File: config.mk
export PLATFORM = sky130hd
export DESIGN_NAME = mvsm_front
export DESIGN_NICKNAME = d
export VERILOG_FILES = /design/src/hw/rtl/mvsm_pkg.sv /design/src/hw/rtl/mvsm_front.sv
export SDC_FILE = /design/constraint.sdc
export NUM_CORES = 1
export LEC_CHECK = 0
export BUFFER_PORTS_ARGS = -buffer_cell sky130_fd_sc_hd__buf_2
export CORE_AREA = 2 2 84 86
export DETAILED_ROUTE_END_ITERATION = 8
export DIE_AREA = 0 0 86 88
export HOLD_SLACK_MARGIN = 0.08
export PLACE_DENSITY_LB_ADDON = 0.05
export RECOVER_POWER = 100
export REMOVE_ABC_BUFFERS = 1
export SYNTH_ARGS = -nofsm -noshare
export SYNTH_HDL_FRONTEND = slang
export SYNTH_SLANG_ARGS = --single-unit
export TNS_END_PERCENT = 10
File: constraint.sdc
create_clock -name clk -period 6.9 [get_ports clk]
set_clock_uncertainty 0.1 [all_clocks]
set_input_delay 1.38 -clock clk [delete_from_list [all_inputs] [get_ports clk]]
set_output_delay 1.38 -clock clk [all_outputs]
set_load 0.02 [all_outputs]
File: src/hw/rtl/mvsm_pkg.sv
// package for the multi-voice sample mixer: payload types, mode and status codes
// no dependencies

package mvsm_pkg;

  localparam int VOICES_DEF       = 8;
  localparam int SOUNDS_DEF       = 8;
  localparam int SAMPLE_WORDS_DEF = 131072;

  typedef enum logic [2:0] {
    MODE_TICK   = 3'd0,
    MODE_WRITE  = 3'd1,
    MODE_SET    = 3'd2,
    MODE_PLAY   = 3'd3,
    MODE_LOOP   = 3'd4,
    MODE_STOP   = 3'd5,
    MODE_NONE6  = 3'd6,
    MODE_NONE7  = 3'd7
  } mode_t;

  typedef enum logic [1:0] {
    ST_OK       = 2'd0,
    ST_NO_VOICE = 2'd1,
    ST_BAD_SND  = 2'd2,
    ST_BAD_VOICE = 2'd3
  } status_t;

  typedef struct packed {
    logic [2:0]         mode;
    logic [2:0]         sound_id;
    logic [16:0]        sample_address;
    logic signed [15:0] sample_value;
    logic [16:0]        sound_start;
    logic [17:0]        sound_length;
    logic [8:0]         volume;
    logic [2:0]         voice_index;
  } in_item_t;

  typedef struct packed {
    logic signed [15:0] mixed_sample;
    logic [2:0]         voice_slot;
    logic [1:0]         status;
  } out_item_t;

  typedef enum logic [2:0] {
    BK_IDLE,
    BK_SCAN,
    BK_READ,
    BK_MUL,
    BK_ACC,
    BK_DONE
  } bk_state_t;

endpackage

File: src/hw/rtl/mvsm_front.sv
// front end: input skid register that accepts words and marks them for the queue
// depends on mvsm_pkg

module mvsm_front (
  input  logic               clk,
  input  logic               rst_n,
  input  logic               in_valid,
  output logic               in_stall,
  input  mvsm_pkg::in_item_t in_item,
  input  logic               q_full,
  output logic               q_wr,
  output mvsm_pkg::in_item_t q_data
);
  import mvsm_pkg::*;

  logic     hold_r;
  in_item_t item_r;

  assign in_stall = hold_r;
  assign q_wr     = hold_r && !q_full;
  assign q_data   = item_r;

  always_ff @(posedge clk) begin
    if (!rst_n) begin
      hold_r <= 1'b0;
    end else begin
      if (in_valid && !hold_r) begin
        hold_r <= 1'b1;
        item_r <= in_item;
      end else if (q_wr) begin
        hold_r <= 1'b0;
      end
    end
  end
endmodule

# ---- Word-level counts from Yosys, hierarchy flattened
# Index checks and enable logic that the tools add are counted.
dict set report totals {
  reg_bits 87
  input_bits 90
  output_inout_bits 88
  elab_cells 17
}
dict set report classes {
  n_mux 2
  n_reduce_logical 6
}
# operator n
set op_table {}
lappend op_table {{logical AND 1 bit} 2}
lappend op_table {{logical NOT 1 bit} 2}
lappend op_table {{two-way mux 1 bit} 2}
lappend op_table {{AND reduction 2 bit} 1}
lappend op_table {{nonzero test 2 bit} 1}

# ---- Longest topological paths before layout
# Gate-level depths: netlist of the first run.
dict set report depth {
  ltp_word 4
  depth_mapped 2
  depth_no_buf 2
}

# ---- Least setup slack after synthesis of the first run
# No wires, ideal clock.
dict set report synth_path {
  path_kind {input -> register}
  from {input in_valid}
  to {register item_r, in the netlist q_data[0], enable pin}
  setup_time_ps 534
  t_arrival_ps 5050
  required_ps 6266
  slack_ps 1216
  path_stages 2
  n_path_buf 0
  path_cell_list {nand2_1 > nor2_1}
}
dict set report synth_via {
  elab_chain_len 2
}
# element line_no
set synth_rtl {}
lappend synth_rtl {{from (decl)} mvsm_front.sv:7} ;# input logic in_valid,
lappend synth_rtl {{logical AND 1 bit} mvsm_front.sv:27} ;# if (in_valid && !hold_r) begin
lappend synth_rtl {{AND reduction 2 bit (no source line)} n/a}
lappend synth_rtl {{to (signal assigned)} mvsm_front.sv:29} ;# item_r <= in_item;
lappend synth_rtl {{to (decl)} mvsm_front.sv:17} ;# in_item_t item_r;
# No other way between the ends.
# A chain may end at the register's enable or synchronous reset.

# ---- Worst setup path in the final report of the first run
dict set report layout_path {
  from {input q_full}
  to {output q_wr}
}
dict set report layout_via {
  elab_chain_len 2
}
# element line_no
set layout_rtl {}
lappend layout_rtl {{from (decl)} mvsm_front.sv:10} ;# input logic q_full,
lappend layout_rtl {{logical NOT 1 bit} mvsm_front.sv:20} ;# assign q_wr = hold_r && !q_full;
lappend layout_rtl {{logical AND 1 bit} mvsm_front.sv:20}
lappend layout_rtl {{to (decl)} mvsm_front.sv:11} ;# output logic q_wr,
# No other way between the ends.

==> summary.md, run 1 <==
| Metric | Value |
|---|---|
| Status | `finished clean` |
| Final Cell Area | `around 3700 um^2` |
| Final period util | `0.475` |
| CP required | `roughly 5400 ps` |
| Endpoints failing hold | `0` |
| Drt pass-1 iters | `4` |
| DRC | `0` |
| Post-CTS sizing | `0` |
| Dpl ws | `between 3000 and 4000 ps` |
| Post-synthesis cell count | `between 90 and 100` |
| HP Class | `register to register` |
| Gr usage total | `0.138` |
| Cell Area, Synth | `around 2600 um^2` |
| Clk slew on worst S/H paths | `80 ps` |
| Number of global-route vias before repair | `between 1,000 and 1,500` |
| Slew @ Worst Pin | `approximately 1000 ps` |
| Crit path kind | `primary input to primary output` |
| Vias per cell | `between 4 and 5` |
| Nets | `between 300 and 400` |
| P_leak | `around 1.4 nW` |
| Core Region | `6640 um^2` |
| Cts hold-fix bufs | `0` |
| Ys Warns | `0` |
| Synth Area in Compound Gates | `0` |
| Unrepaired setup endpoints after global routing | `no` |
| Routed len/inst | `about 15 um` |
| Rows | `30` |
| Power per Cell Area | `282 nW/um^2` |
| Final GP Congestion | `roughly 0.75` |
| CP Launch Type | `primary input` |
| TritonCTS Buffers | `9` |
| Post-synthesis mux area share | `0.00380` |
| CP cell instances | `clkbuf_1 > nor2b_1 > clkbuf_1` |
| Simple-gate area share of the yosys netlist | `0.00760` |
| CP peak stage delay | `230 ps` |
| Setup_tns | `0 ps` |
| Initial Util | `0.396` |
| Initial DRC Count | `94` |
| Critical Path AT | `around 1800 ps` |
| Critical Path End Type | `primary output` |
| Antenna violations before repair | `0` |
| Clock Tree Buf Depth | `2` |
| Worst skew pair latency | `340 ps` |
| Setup Buffers After CTS | `0` |
| Top delay family on crit path | `buffers and inverters` |
| Clock root cell | `clkbuf_8` |
| Filler Cell Count | `between 500 and 600` |
| Clk sinks | `87` |
| Total grt overflow | `0` |
| Largest net degree at the start of global routing | `87` |
| Post-DP Area | `3630 um^2` |
| Ant diodes | `0` |
| Vias | `approximately 1,600` |
| Max FO, Critical Path | `2` |
| Avg Cell Area, Syn | `28.6 um^2` |
| Peak supply drop | `about 130 uV` |
| First-pass GRT wire length | `7420 um` |
| Max cap viols | `0` |
| Slew headroom | `0.304` |
| PortBufs | `around 180` |
| Top Ports | `178` |
| Worst Slack Setup Final | `approximately 3600 ps` |
| Worst path slowest cell | `clkbuf_1` |
| Most Frequent Cell on Critical Path | `clkbuf_1` |
| Crit path time final | `around 3300 ps` |
| Final wirelength | `between 5000 and 6000 um` |
| Hold Slack | `518 ps` |
| Final setup violation count | `0` |
| Count of pins over their slew limit | `0` |
| Seq/Total Area, Yosys | `0.989` |
| Main combinational cell family by area after synthesis | `simple AND/OR/NAND/NOR gates` |
| Synth Register Bits | `just under 90` |
| DIE WIDTH | `86 um` |
| ANT nets after route | `0` |
| Layout cells sized above 1 | `0.351` |
| Total buffers and inverters traversed by the critical path | `2` |
| Area Overhead vs Synth | `41.3%` |
| Die H | `just under 90 um` |
| Synth Area in XOR/XNOR | `0` |
| H-tree depth reported by CTS | `3` |
| Yosys cell types | `6` |
| Synth Area in Adders | `0` |
| Fmax | `slightly above 300 MHz` |
| Die area | `approximately 7600 um^2` |
| CTS tree | `done` |
[synth_stat cells]
cell	number	share of area
nor2b_1	2	0.0048
mux2i_1	1	0.0038
nand2_1	1	0.0014
edfxtp_1	86	0.98
dfxtp_1	1	0.0076
nor2_1	1	0.0014
[cell type report]
class	count	area [um^2]	share of cell area
clock buffer	9	124	0.0333
multi-input combinational	5	37.5	0.0101
clock inverter	6	76.3	0.0205
sequential	87	2600	0.700
tap	80	100	0.0269
timing repair buffer	178	779	0.210
[kinds of logic (layout without fill, tap and decap cells)]
logic type             Yosys count  count (layout)
and+or+nand+nor                  4               4
buffers and inverters            0             193
DFF                             87              87
muxes                            1               1
[routing by layer]
| metal | part of all wire | track usage |
|---|---|---|
| met3 | 0.13 | 0.0754 |
| met4 | 0.013 | 0.0722 |
| met1 | 0.38 | 0.151 |
| met2 | 0.48 | 0.217 |
| met5 | 0 | 0 |
[path summary, 6_finish.rpt]
check                start         end  slack, ps  cells after the start
setup / recovery    q_full        q_wr       3620                      3
hold / removal    in_stall    in_stall        520                      2
setup reg to reg  in_stall  q_data[77]       5120                      2
hold reg to reg   in_stall    in_stall        520                      2
[metrics by stage]
stage / instances / total power [W] / util
5_1_grt: 365 / 0.00109 / 0.560
3_3_place_gp: 350 / 0.000706 / 0.547
6_report: 365 / 0.00105 / 0.560
2_1_floorplan: 92 / 0.000663 / -
4_1_cts: 365 / 0.00107 / 0.577
3_5_place_dp: 350 / 0.000707 / 0.547
[report_power, final]
group	switching, W	internal [W]
clock	0.000162	0.000198
sequential	0.00000532	0.000607
combinational	0.0000506	0.0000259
total	0.000218	0.000830
[placed cells by master, fill, tap and decap left out]
| cell type | synthesis | routed |
|---|---|---|
| bufinv_16 | 0 | 2 |
| edfxtp_1 | 86 | 86 |
| clkbuf_1 | 0 | 91 |
| buf_4 | 0 | 1 |
| mux2i_1 | 1 | 1 |
| dfxtp_1 | 1 | 1 |
| nor2b_1 | 2 | 2 |
| buf_2 | 0 | 86 |
| clkinv_2 | 0 | 1 |
| clkinv_1 | 0 | 3 |
| nand2_1 | 1 | 1 |
| nor2_4 | 0 | 1 |
| clkbuf_8 | 0 | 9 |
[flip-flops by register name, indices dropped and copies added (netlist names)]
register / count
q_data: 86
in_stall: 1
[tightest hold or removal path: stages, from the launching register on]
cell and delay (ps):
dfxtp_1 360, mux2i_1 160, nor2b_1 50
Power figures use the tool's default switching activity.
==> run 2, diff against run 1 <==
--- a/config.mk
+++ b/config.mk
@@ -6,9 +6,9 @@
 export NUM_CORES = 1
 export LEC_CHECK = 0
 export BUFFER_PORTS_ARGS = -buffer_cell sky130_fd_sc_hd__buf_2
-export CORE_AREA = 2 2 84 86
+export CORE_AREA = 2 2 88 90
 export DETAILED_ROUTE_END_ITERATION = 8
-export DIE_AREA = 0 0 86 88
+export DIE_AREA = 0 0 90 92
 export HOLD_SLACK_MARGIN = 0.08
 export PLACE_DENSITY_LB_ADDON = 0.05
 export RECOVER_POWER = 100
==> constraint.sdc (replaced) <==
create_clock -name clk -period 3 [get_ports clk]
set_clock_uncertainty 0.1 [all_clocks]
set_input_delay 0.6 -clock clk [delete_from_list [all_inputs] [get_ports clk]]
set_output_delay 0.6 -clock clk [all_outputs]
set_load 0.02 [all_outputs]
==> summary.md, run 2 (synthesis gave the netlist of run 1 again) <==
| Metric | Value |
|---|---|
| Status | `finished clean` |
| Top Ports | `178 (unchanged)` |
| CP required | `2860 ps (-2560 ps)` |
| Ant diodes | `0 (unchanged)` |
| Top delay family on crit path | `buffers and inverters` |
| Drt pass-1 iters | `4 (unchanged)` |
| Worst path slowest cell | `clkbuf_4` |
| M1 WL | `1970 um (-2.9%)` |
| Final HPWL DP | `roughly 3800 um` |
| Met2 wire len | `2640 um (+1.3%)` |
| Setup Buffers After CTS | `0 (unchanged)` |
| Most frequent cells in the layout | `clkbuf_1 (90), buf_2 (89), edfxtp_1 (86)` |
| Largest net degree at the start of global routing | `87 (unchanged)` |
| Slew @ Worst Pin | `1130 ps (+82.2 ps)` |
| Worst-case reg-to-reg path depth | `2 (unchanged)` |
| Clk slew on worst S/H paths | `80 ps (about the same)` |
| Core Region | `7450 um^2 (+12%)` |
| ANT nets after route | `0 (unchanged)` |
| DRC | `0 (unchanged)` |
| DR top layer | `met4` |
| Fin util | `0.509 (-0.0512)` |
| HP Class | `primary input to register` |
| Post-DP Area | `3670 um^2 (+1.1%)` |
| Final wirelength | `5280 um (-1.9%)` |
| TritonCTS Buffers | `9 (unchanged)` |
| Number of global-route vias before repair | `1,547 (+3.2%)` |
| Endpoints failing hold | `0 (unchanged)` |
| P_leak | `1.39 nW (+1.5%)` |
| Peak supply drop | `384 uV (+210%)` |
| DIE WIDTH | `90 um (+4.7%)` |
| Cts hold-fix bufs | `0 (unchanged)` |
| Fmax | `530 MHz` |
| Unrepaired setup endpoints after global routing | `no` |
| Routed len/inst | `13.6 um (-7.7%)` |
| Area Overhead vs Synth | `43.9%` |
| Antenna violations before repair | `0 (unchanged)` |
| First-pass GRT wire length | `7690 um (+3.6%)` |
| Initial DRC Count | `65 (-31%)` |
| CTS tree | `done` |
| Slew headroom | `0.249 (-0.0548)` |
| Clock root cell | `clkbuf_8` |
| Die area | `8280 um^2 (+9.4%)` |
| Gr usage total | `0.128 (-0.00964)` |
| Die H | `92 um (+4.5%)` |
| Final GP Congestion | `0.709 (-5.1%)` |
| Final Cell Area | `3790 um^2 (+1.8%)` |
| Clock Tree Buf Depth | `2 (unchanged)` |
| Critical Path AT | `1750 ps (-50 ps)` |
| Worst skew pair latency | `340 ps (about the same)` |
| Stages on the worst setup path | `4 (+1)` |
| Vias | `1,545 (-2.1%)` |
| Hold path depth | `1 (-1)` |
| Vias per cell | `3.98 (-7.9%)` |
| H-tree depth reported by CTS | `3 (unchanged)` |
| Total grt overflow | `0 (unchanged)` |
| Critical Path End Type | `register` |
| Power per Cell Area | `667 nW/um^2 (+140%)` |
| Nets | `371 (unchanged)` |
| PortBufs | `177 (unchanged)` |
| Layout cells sized above 1 | `0.367 (+0.0163)` |
| Met3 wire len | `580 um (-15%)` |
| Clk sinks | `87 (unchanged)` |
| Post-CTS sizing | `0 (unchanged)` |
| Max reg flops | `86 (unchanged)` |
| CP Launch Type | `primary input` |
| Count of pins over their slew limit | `0 (unchanged)` |
| Max FO, Critical Path | `86 (+84)` |
| CP cell instances | `buf_2 > nand2_1 > nor2_4 > clkbuf_4` |
| Max cap viols | `0 (unchanged)` |
| Initial Util | `0.353 (-0.0427)` |
| Final period util | `0.628` |
| Reg2reg setup slack | `1140 ps (-3980 ps)` |
| Total buffers and inverters traversed by the critical path | `2 (unchanged)` |
| Crit path time final | `about 1900 ps` |
| Most common cell after layout, fill and taps aside | `clkbuf_1` |
| Final setup violation count | `0 (unchanged)` |
| CP peak stage delay | `870 ps (+640 ps)` |
| Rows | `32 (+6.7%)` |
| Crit path kind | `primary input to register` |
## run 2: final cells by class
| type | count | area, um^2 |
|---|---|---|
| Tap cell | 102 | 128 |
| Timing Repair Buffer | 178 | 783 |
| Multi-Input combinational cell | 5 | 37.5 |
| Sequential cell | 87 | 2600 |
| Fill cell | 693 | 3660 |
| Clock buffer | 11 | 131 |
| Clock inverter | 5 | 106 |
## run 2: path summary, 6_finish.rpt
check                                 start         end
worst max-delay path               in_valid  q_data[43]
worst min-delay path            in_item[79]  q_data[79]
worst max register to register     in_stall  q_data[43]
worst min register to register     in_stall    in_stall
## run 2: power by group
part / switching, W / total (W) / internal, W
logic: 0.000115 / 0.000175 / 0.0000599
clock network: 0.000388 / 0.000943 / 0.000555
registers: 0.0000122 / 0.00141 / 0.00140
total: 0.000515 / 0.00253 / 0.00201
## run 2: stage by stage
stage               total power, W  setup slack [ps]  hold slack (ps)  instances  TNS (ps)
detailed placement         0.00163              1250              514        372         0
finish                     0.00253              1110              322        388         0
global placement           0.00162              1250              500        372         0
floorplan                  0.00152             -1900              539         92   -163700
global route               0.00261              1010              295        388         0
CTS                        0.00257              1190              302        388         0
## run 2: worst reg2reg max path: cells and delay by family, from the launching register on
family | cells | cell delay [ps]
simple gates | 1 | 110
flops | 1 | 360
buf+inv | 1 | 870
## run 2: layer usage
metal  track usage  vias to the layer above
li1              -                      747
met1         0.146                      683
met2         0.202                      106
met3        0.0600                        9
met4        0.0705                        0
met5             0                        -
==> run 3, diff against run 2 <==
--- a/config.mk
+++ b/config.mk
@@ -5,10 +5,11 @@
 export SDC_FILE = /design/constraint.sdc
 export NUM_CORES = 1
 export LEC_CHECK = 0
+export ABC_AREA = 1
 export BUFFER_PORTS_ARGS = -buffer_cell sky130_fd_sc_hd__buf_2
-export CORE_AREA = 2 2 88 90
+export CORE_AREA = 2 2 84 86
 export DETAILED_ROUTE_END_ITERATION = 8
-export DIE_AREA = 0 0 90 92
+export DIE_AREA = 0 0 86 88
 export HOLD_SLACK_MARGIN = 0.08
 export PLACE_DENSITY_LB_ADDON = 0.05
 export RECOVER_POWER = 100
==> constraint.sdc (replaced) <==
create_clock -name clk -period 1.8 [get_ports clk]
set_clock_uncertainty 0.1 [all_clocks]
set_input_delay 0.36 -clock clk [delete_from_list [all_inputs] [get_ports clk]]
set_output_delay 0.36 -clock clk [all_outputs]
set_load 0.02 [all_outputs]
==> summary.md, run 3 <==
| Metric | Value |
|---|---|
| Status | `finished clean` |
| Crit path time final | `1560 ps` |
| Final period util | `0.865` |
| DIE WIDTH | `86 um (-4.4%)` |
| Post-synth top flop | `edfxtp_1` |
| Crit path kind | `register to primary output` |
| Avg Cell Area, Syn | `27.8 um^2 (-3.0%)` |
| Yosys cell types | `7 (+1)` |
| PortBufs | `177 (unchanged)` |
| Peak supply drop | `529 uV (+38%)` |
| Max cap viols | `0 (unchanged)` |
| Drt pass-1 iters | `4 (unchanged)` |
| Worst-case reg-to-reg path depth | `3 (+1)` |
| Most frequent cells in the layout | `clkbuf_1 (92), buf_2 (88), edfxtp_1 (86)` |
| FF-to-FF End | `q_data[19]` |
| DRC | `0 (unchanged)` |
| Layout cells sized above 1 | `0.282 (-0.0856)` |
| Post-CTS sizing | `0 (unchanged)` |
| Unrepaired setup endpoints after global routing | `no` |
| ANT nets after route | `0 (unchanged)` |
| Filler Cell Count | `509 (-27%)` |
| Largest net degree at the start of global routing | `41 (-53%)` |
| Endpoints failing hold | `0 (unchanged)` |
| Max reg flops | `86 (unchanged)` |
| Routed len/inst | `14.4 um (+5.9%)` |
| CP Launch Type | `register` |
| P_leak | `1.76 nW (+26%)` |
| Final setup violation count | `0 (unchanged)` |
| Nets | `458 (+23%)` |
| Reg2reg start | `in_stall` |
| H-tree depth reported by CTS | `3 (unchanged)` |
| CP required | `1340 ps (-1520 ps)` |
| Vias | `1,899 (+23%)` |
| Clock Tree Buf Depth | `2 (unchanged)` |
| Power per Cell Area | `914 nW/um^2 (+37%)` |
| Dpl ws | `283 ps (-962 ps)` |
| Clock root cell | `clkbuf_8` |
| Post-synthesis cell count | `95 (+3.3%)` |
| Antenna violations before repair | `0 (unchanged)` |
| CTS tree | `done` |
| Worst Hold Path EP | `q_data[4]` |
| Reg2reg setup slack | `370 ps (-770 ps)` |
| Vias per cell | `4.19 (+5.3%)` |
| Slew @ Worst Pin | `308 ps (-819 ps)` |
| Commonest cells post-synth | `edfxtp_1 (86), inv_1 (3), nand2_1 (2)` |
| Fmax | `approximately 640 MHz` |
| Top Ports | `178 (unchanged)` |
| Most common cell after layout, fill and taps aside | `clkbuf_1` |
| Number of global-route vias before repair | `1,736 (+12%)` |
| Die H | `88 um (-4.3%)` |
| Worst skew pair latency | `350 ps (about the same)` |
| Critical Path End Type | `primary output` |
| Initial Util | `0.397 (+0.0435)` |
| Ant diodes | `0 (unchanged)` |
| Critical Path AT | `1100 ps (-650 ps)` |
| Top-area cell type share of the netlist area | `0.979 (-0.00186)` |
| Ys Warns | `0 (unchanged)` |
| Final HPWL DP | `3960 um (+5.3%)` |
| Clk sinks | `87 (unchanged)` |
| Count of pins over their slew limit | `0 (unchanged)` |
| TritonCTS Buffers | `9 (unchanged)` |
| Final wirelength | `6530 um (+24%)` |
| Seq/Total Area, Yosys | `0.987 (-0.00188)` |
| Worst Slack Setup Final | `243 ps (-871 ps)` |
| Core Region | `6640 um^2 (-11%)` |
| Cell Area, Synth | `2640 um^2 (+0.19%)` |
| Slew headroom | `0.795 (+0.547)` |
| Largest area contributor in the netlist | `edfxtp_1` |
| Gr usage total | `0.154 (+0.0261)` |
| Post-DP Area | `3670 um^2 (-0.14%)` |
| Hold path depth | `1 (unchanged)` |
| Rows | `30 (-6.3%)` |
| Clk slew on worst S/H paths | `80 ps (about the same)` |
| Final Cell Area | `4590 um^2 (+21%)` |
| Initial DRC Count | `88 (+35%)` |
| Post-synth EDFFs | `86 (unchanged)` |
| Count leader, synth | `edfxtp_1` |
| First-pass GRT wire length | `8410 um (+9.3%)` |
| Final GP Congestion | `0.709 (about the same)` |
| Max FO, Critical Path | `4 (-95%)` |
| Die area | `7570 um^2 (-8.6%)` |
| HP Class | `primary input to register` |
| Total grt overflow | `0 (unchanged)` |
| Area Overhead vs Synth | `74.1%` |
| Hold_sp | `in_item[4]` |
| Synth area leaders | `edfxtp_1 (98%), dfxtp_1 (0.76%), inv_1 (0.43%)` |
| Synth Register Bits | `87 (unchanged)` |
| Async SR Flop Fraction | `0 (unchanged)` |
==> run 3: cell count changes in the layout (fill, tap and decap cells not counted), moves of 2 or more <==
| cell | previous run | this run |
|---|---|---|
| dlygate4sd3_1 | 0 | 83 |
| nor2b_1 | 2 | 0 |
| inv_1 | 0 | 3 |
| clkbuf_1 | 90 | 92 |
| clkinv_2 | 0 | 2 |
| buf_12 | 0 | 2 |
==> run 3: area by class of cell <==
cell class | count | area [um^2] | share of cell area
multi-input cells | 5 | 28.8 | 0.00627
inverters | 3 | 11.3 | 0.00245
clock inverters | 4 | 70.1 | 0.0153
well taps | 80 | 100 | 0.0218
repair buffers | 262 | 1650 | 0.358
clock buffers | 12 | 135 | 0.0294
flip-flops and latches | 87 | 2600 | 0.567
==> run 3: worst max-delay path, cell delays in order (launching register included) <==
cell and delay, ps:
dfxtp_1 380, nand2_1 90, inv_1 50, clkbuf_1 230
==> run 3: power breakdown <==
group / switching (W) / leakage [nW] / internal [W]
Clock: 0.000621 / 0.104 / 0.000779
Sequential: 0.0000204 / 0.806 / 0.00233
Combinational: 0.000227 / 0.846 / 0.000226
==> run 3: logic make-up (layout without fill, tap and decap cells) <==
| family | count (synthesis) | count (layout) | synth area share |
|---|---|---|---|
| DFF | 87 | 87 | 0.987 |
| and+or+nand+nor | 5 | 5 | 0.00902 |
| buffers and inverters | 3 | 281 | 0.00427 |
==> run 3: through the flow <==
step / power, W / setup TNS, ps / util / instances / hold slack [ps]
6_report: 0.00420 / 0 / 0.691 / 453 / 91.6
5_1_grt: 0.00437 / 0 / 0.691 / 453 / 67.1
4_1_cts: 0.00421 / 0 / 0.666 / 425 / 80.2
3_5_place_dp: 0.00272 / 0 / 0.552 / 354 / 438
3_3_place_gp: 0.00272 / 0 / 0.552 / 354 / 420
2_1_floorplan: 0.00254 / -106490 / - / 95 / 359
==> run 3: layer usage <==
metal / wire length [um] / track usage / vias to the layer above
li1: - / - / 921
met1: 2380 / 0.172 / 865
met2: 3410 / 0.249 / 105
met3: 673 / 0.0763 / 8
met4: 73 / 0.0750 / 0
met5: 0 / 0 / -
==> run 3: worst max path at each step <==
stage | start | endpoint | cells past startpoint
after floorplan | in_stall | q_data[0] | 2
after global placement | in_valid | q_data[54] | 3
after detailed placement | in_valid | q_data[57] | 3
after CTS | in_stall | q_wr | 3
after global routing | in_stall | q_wr | 3
final | in_stall | q_wr | 3
==> run 3: what timing repair did <==
action	CTS	global route
hold buffers	55	28
endpoints found under the hold margin	55	28
setup buffers	0	0
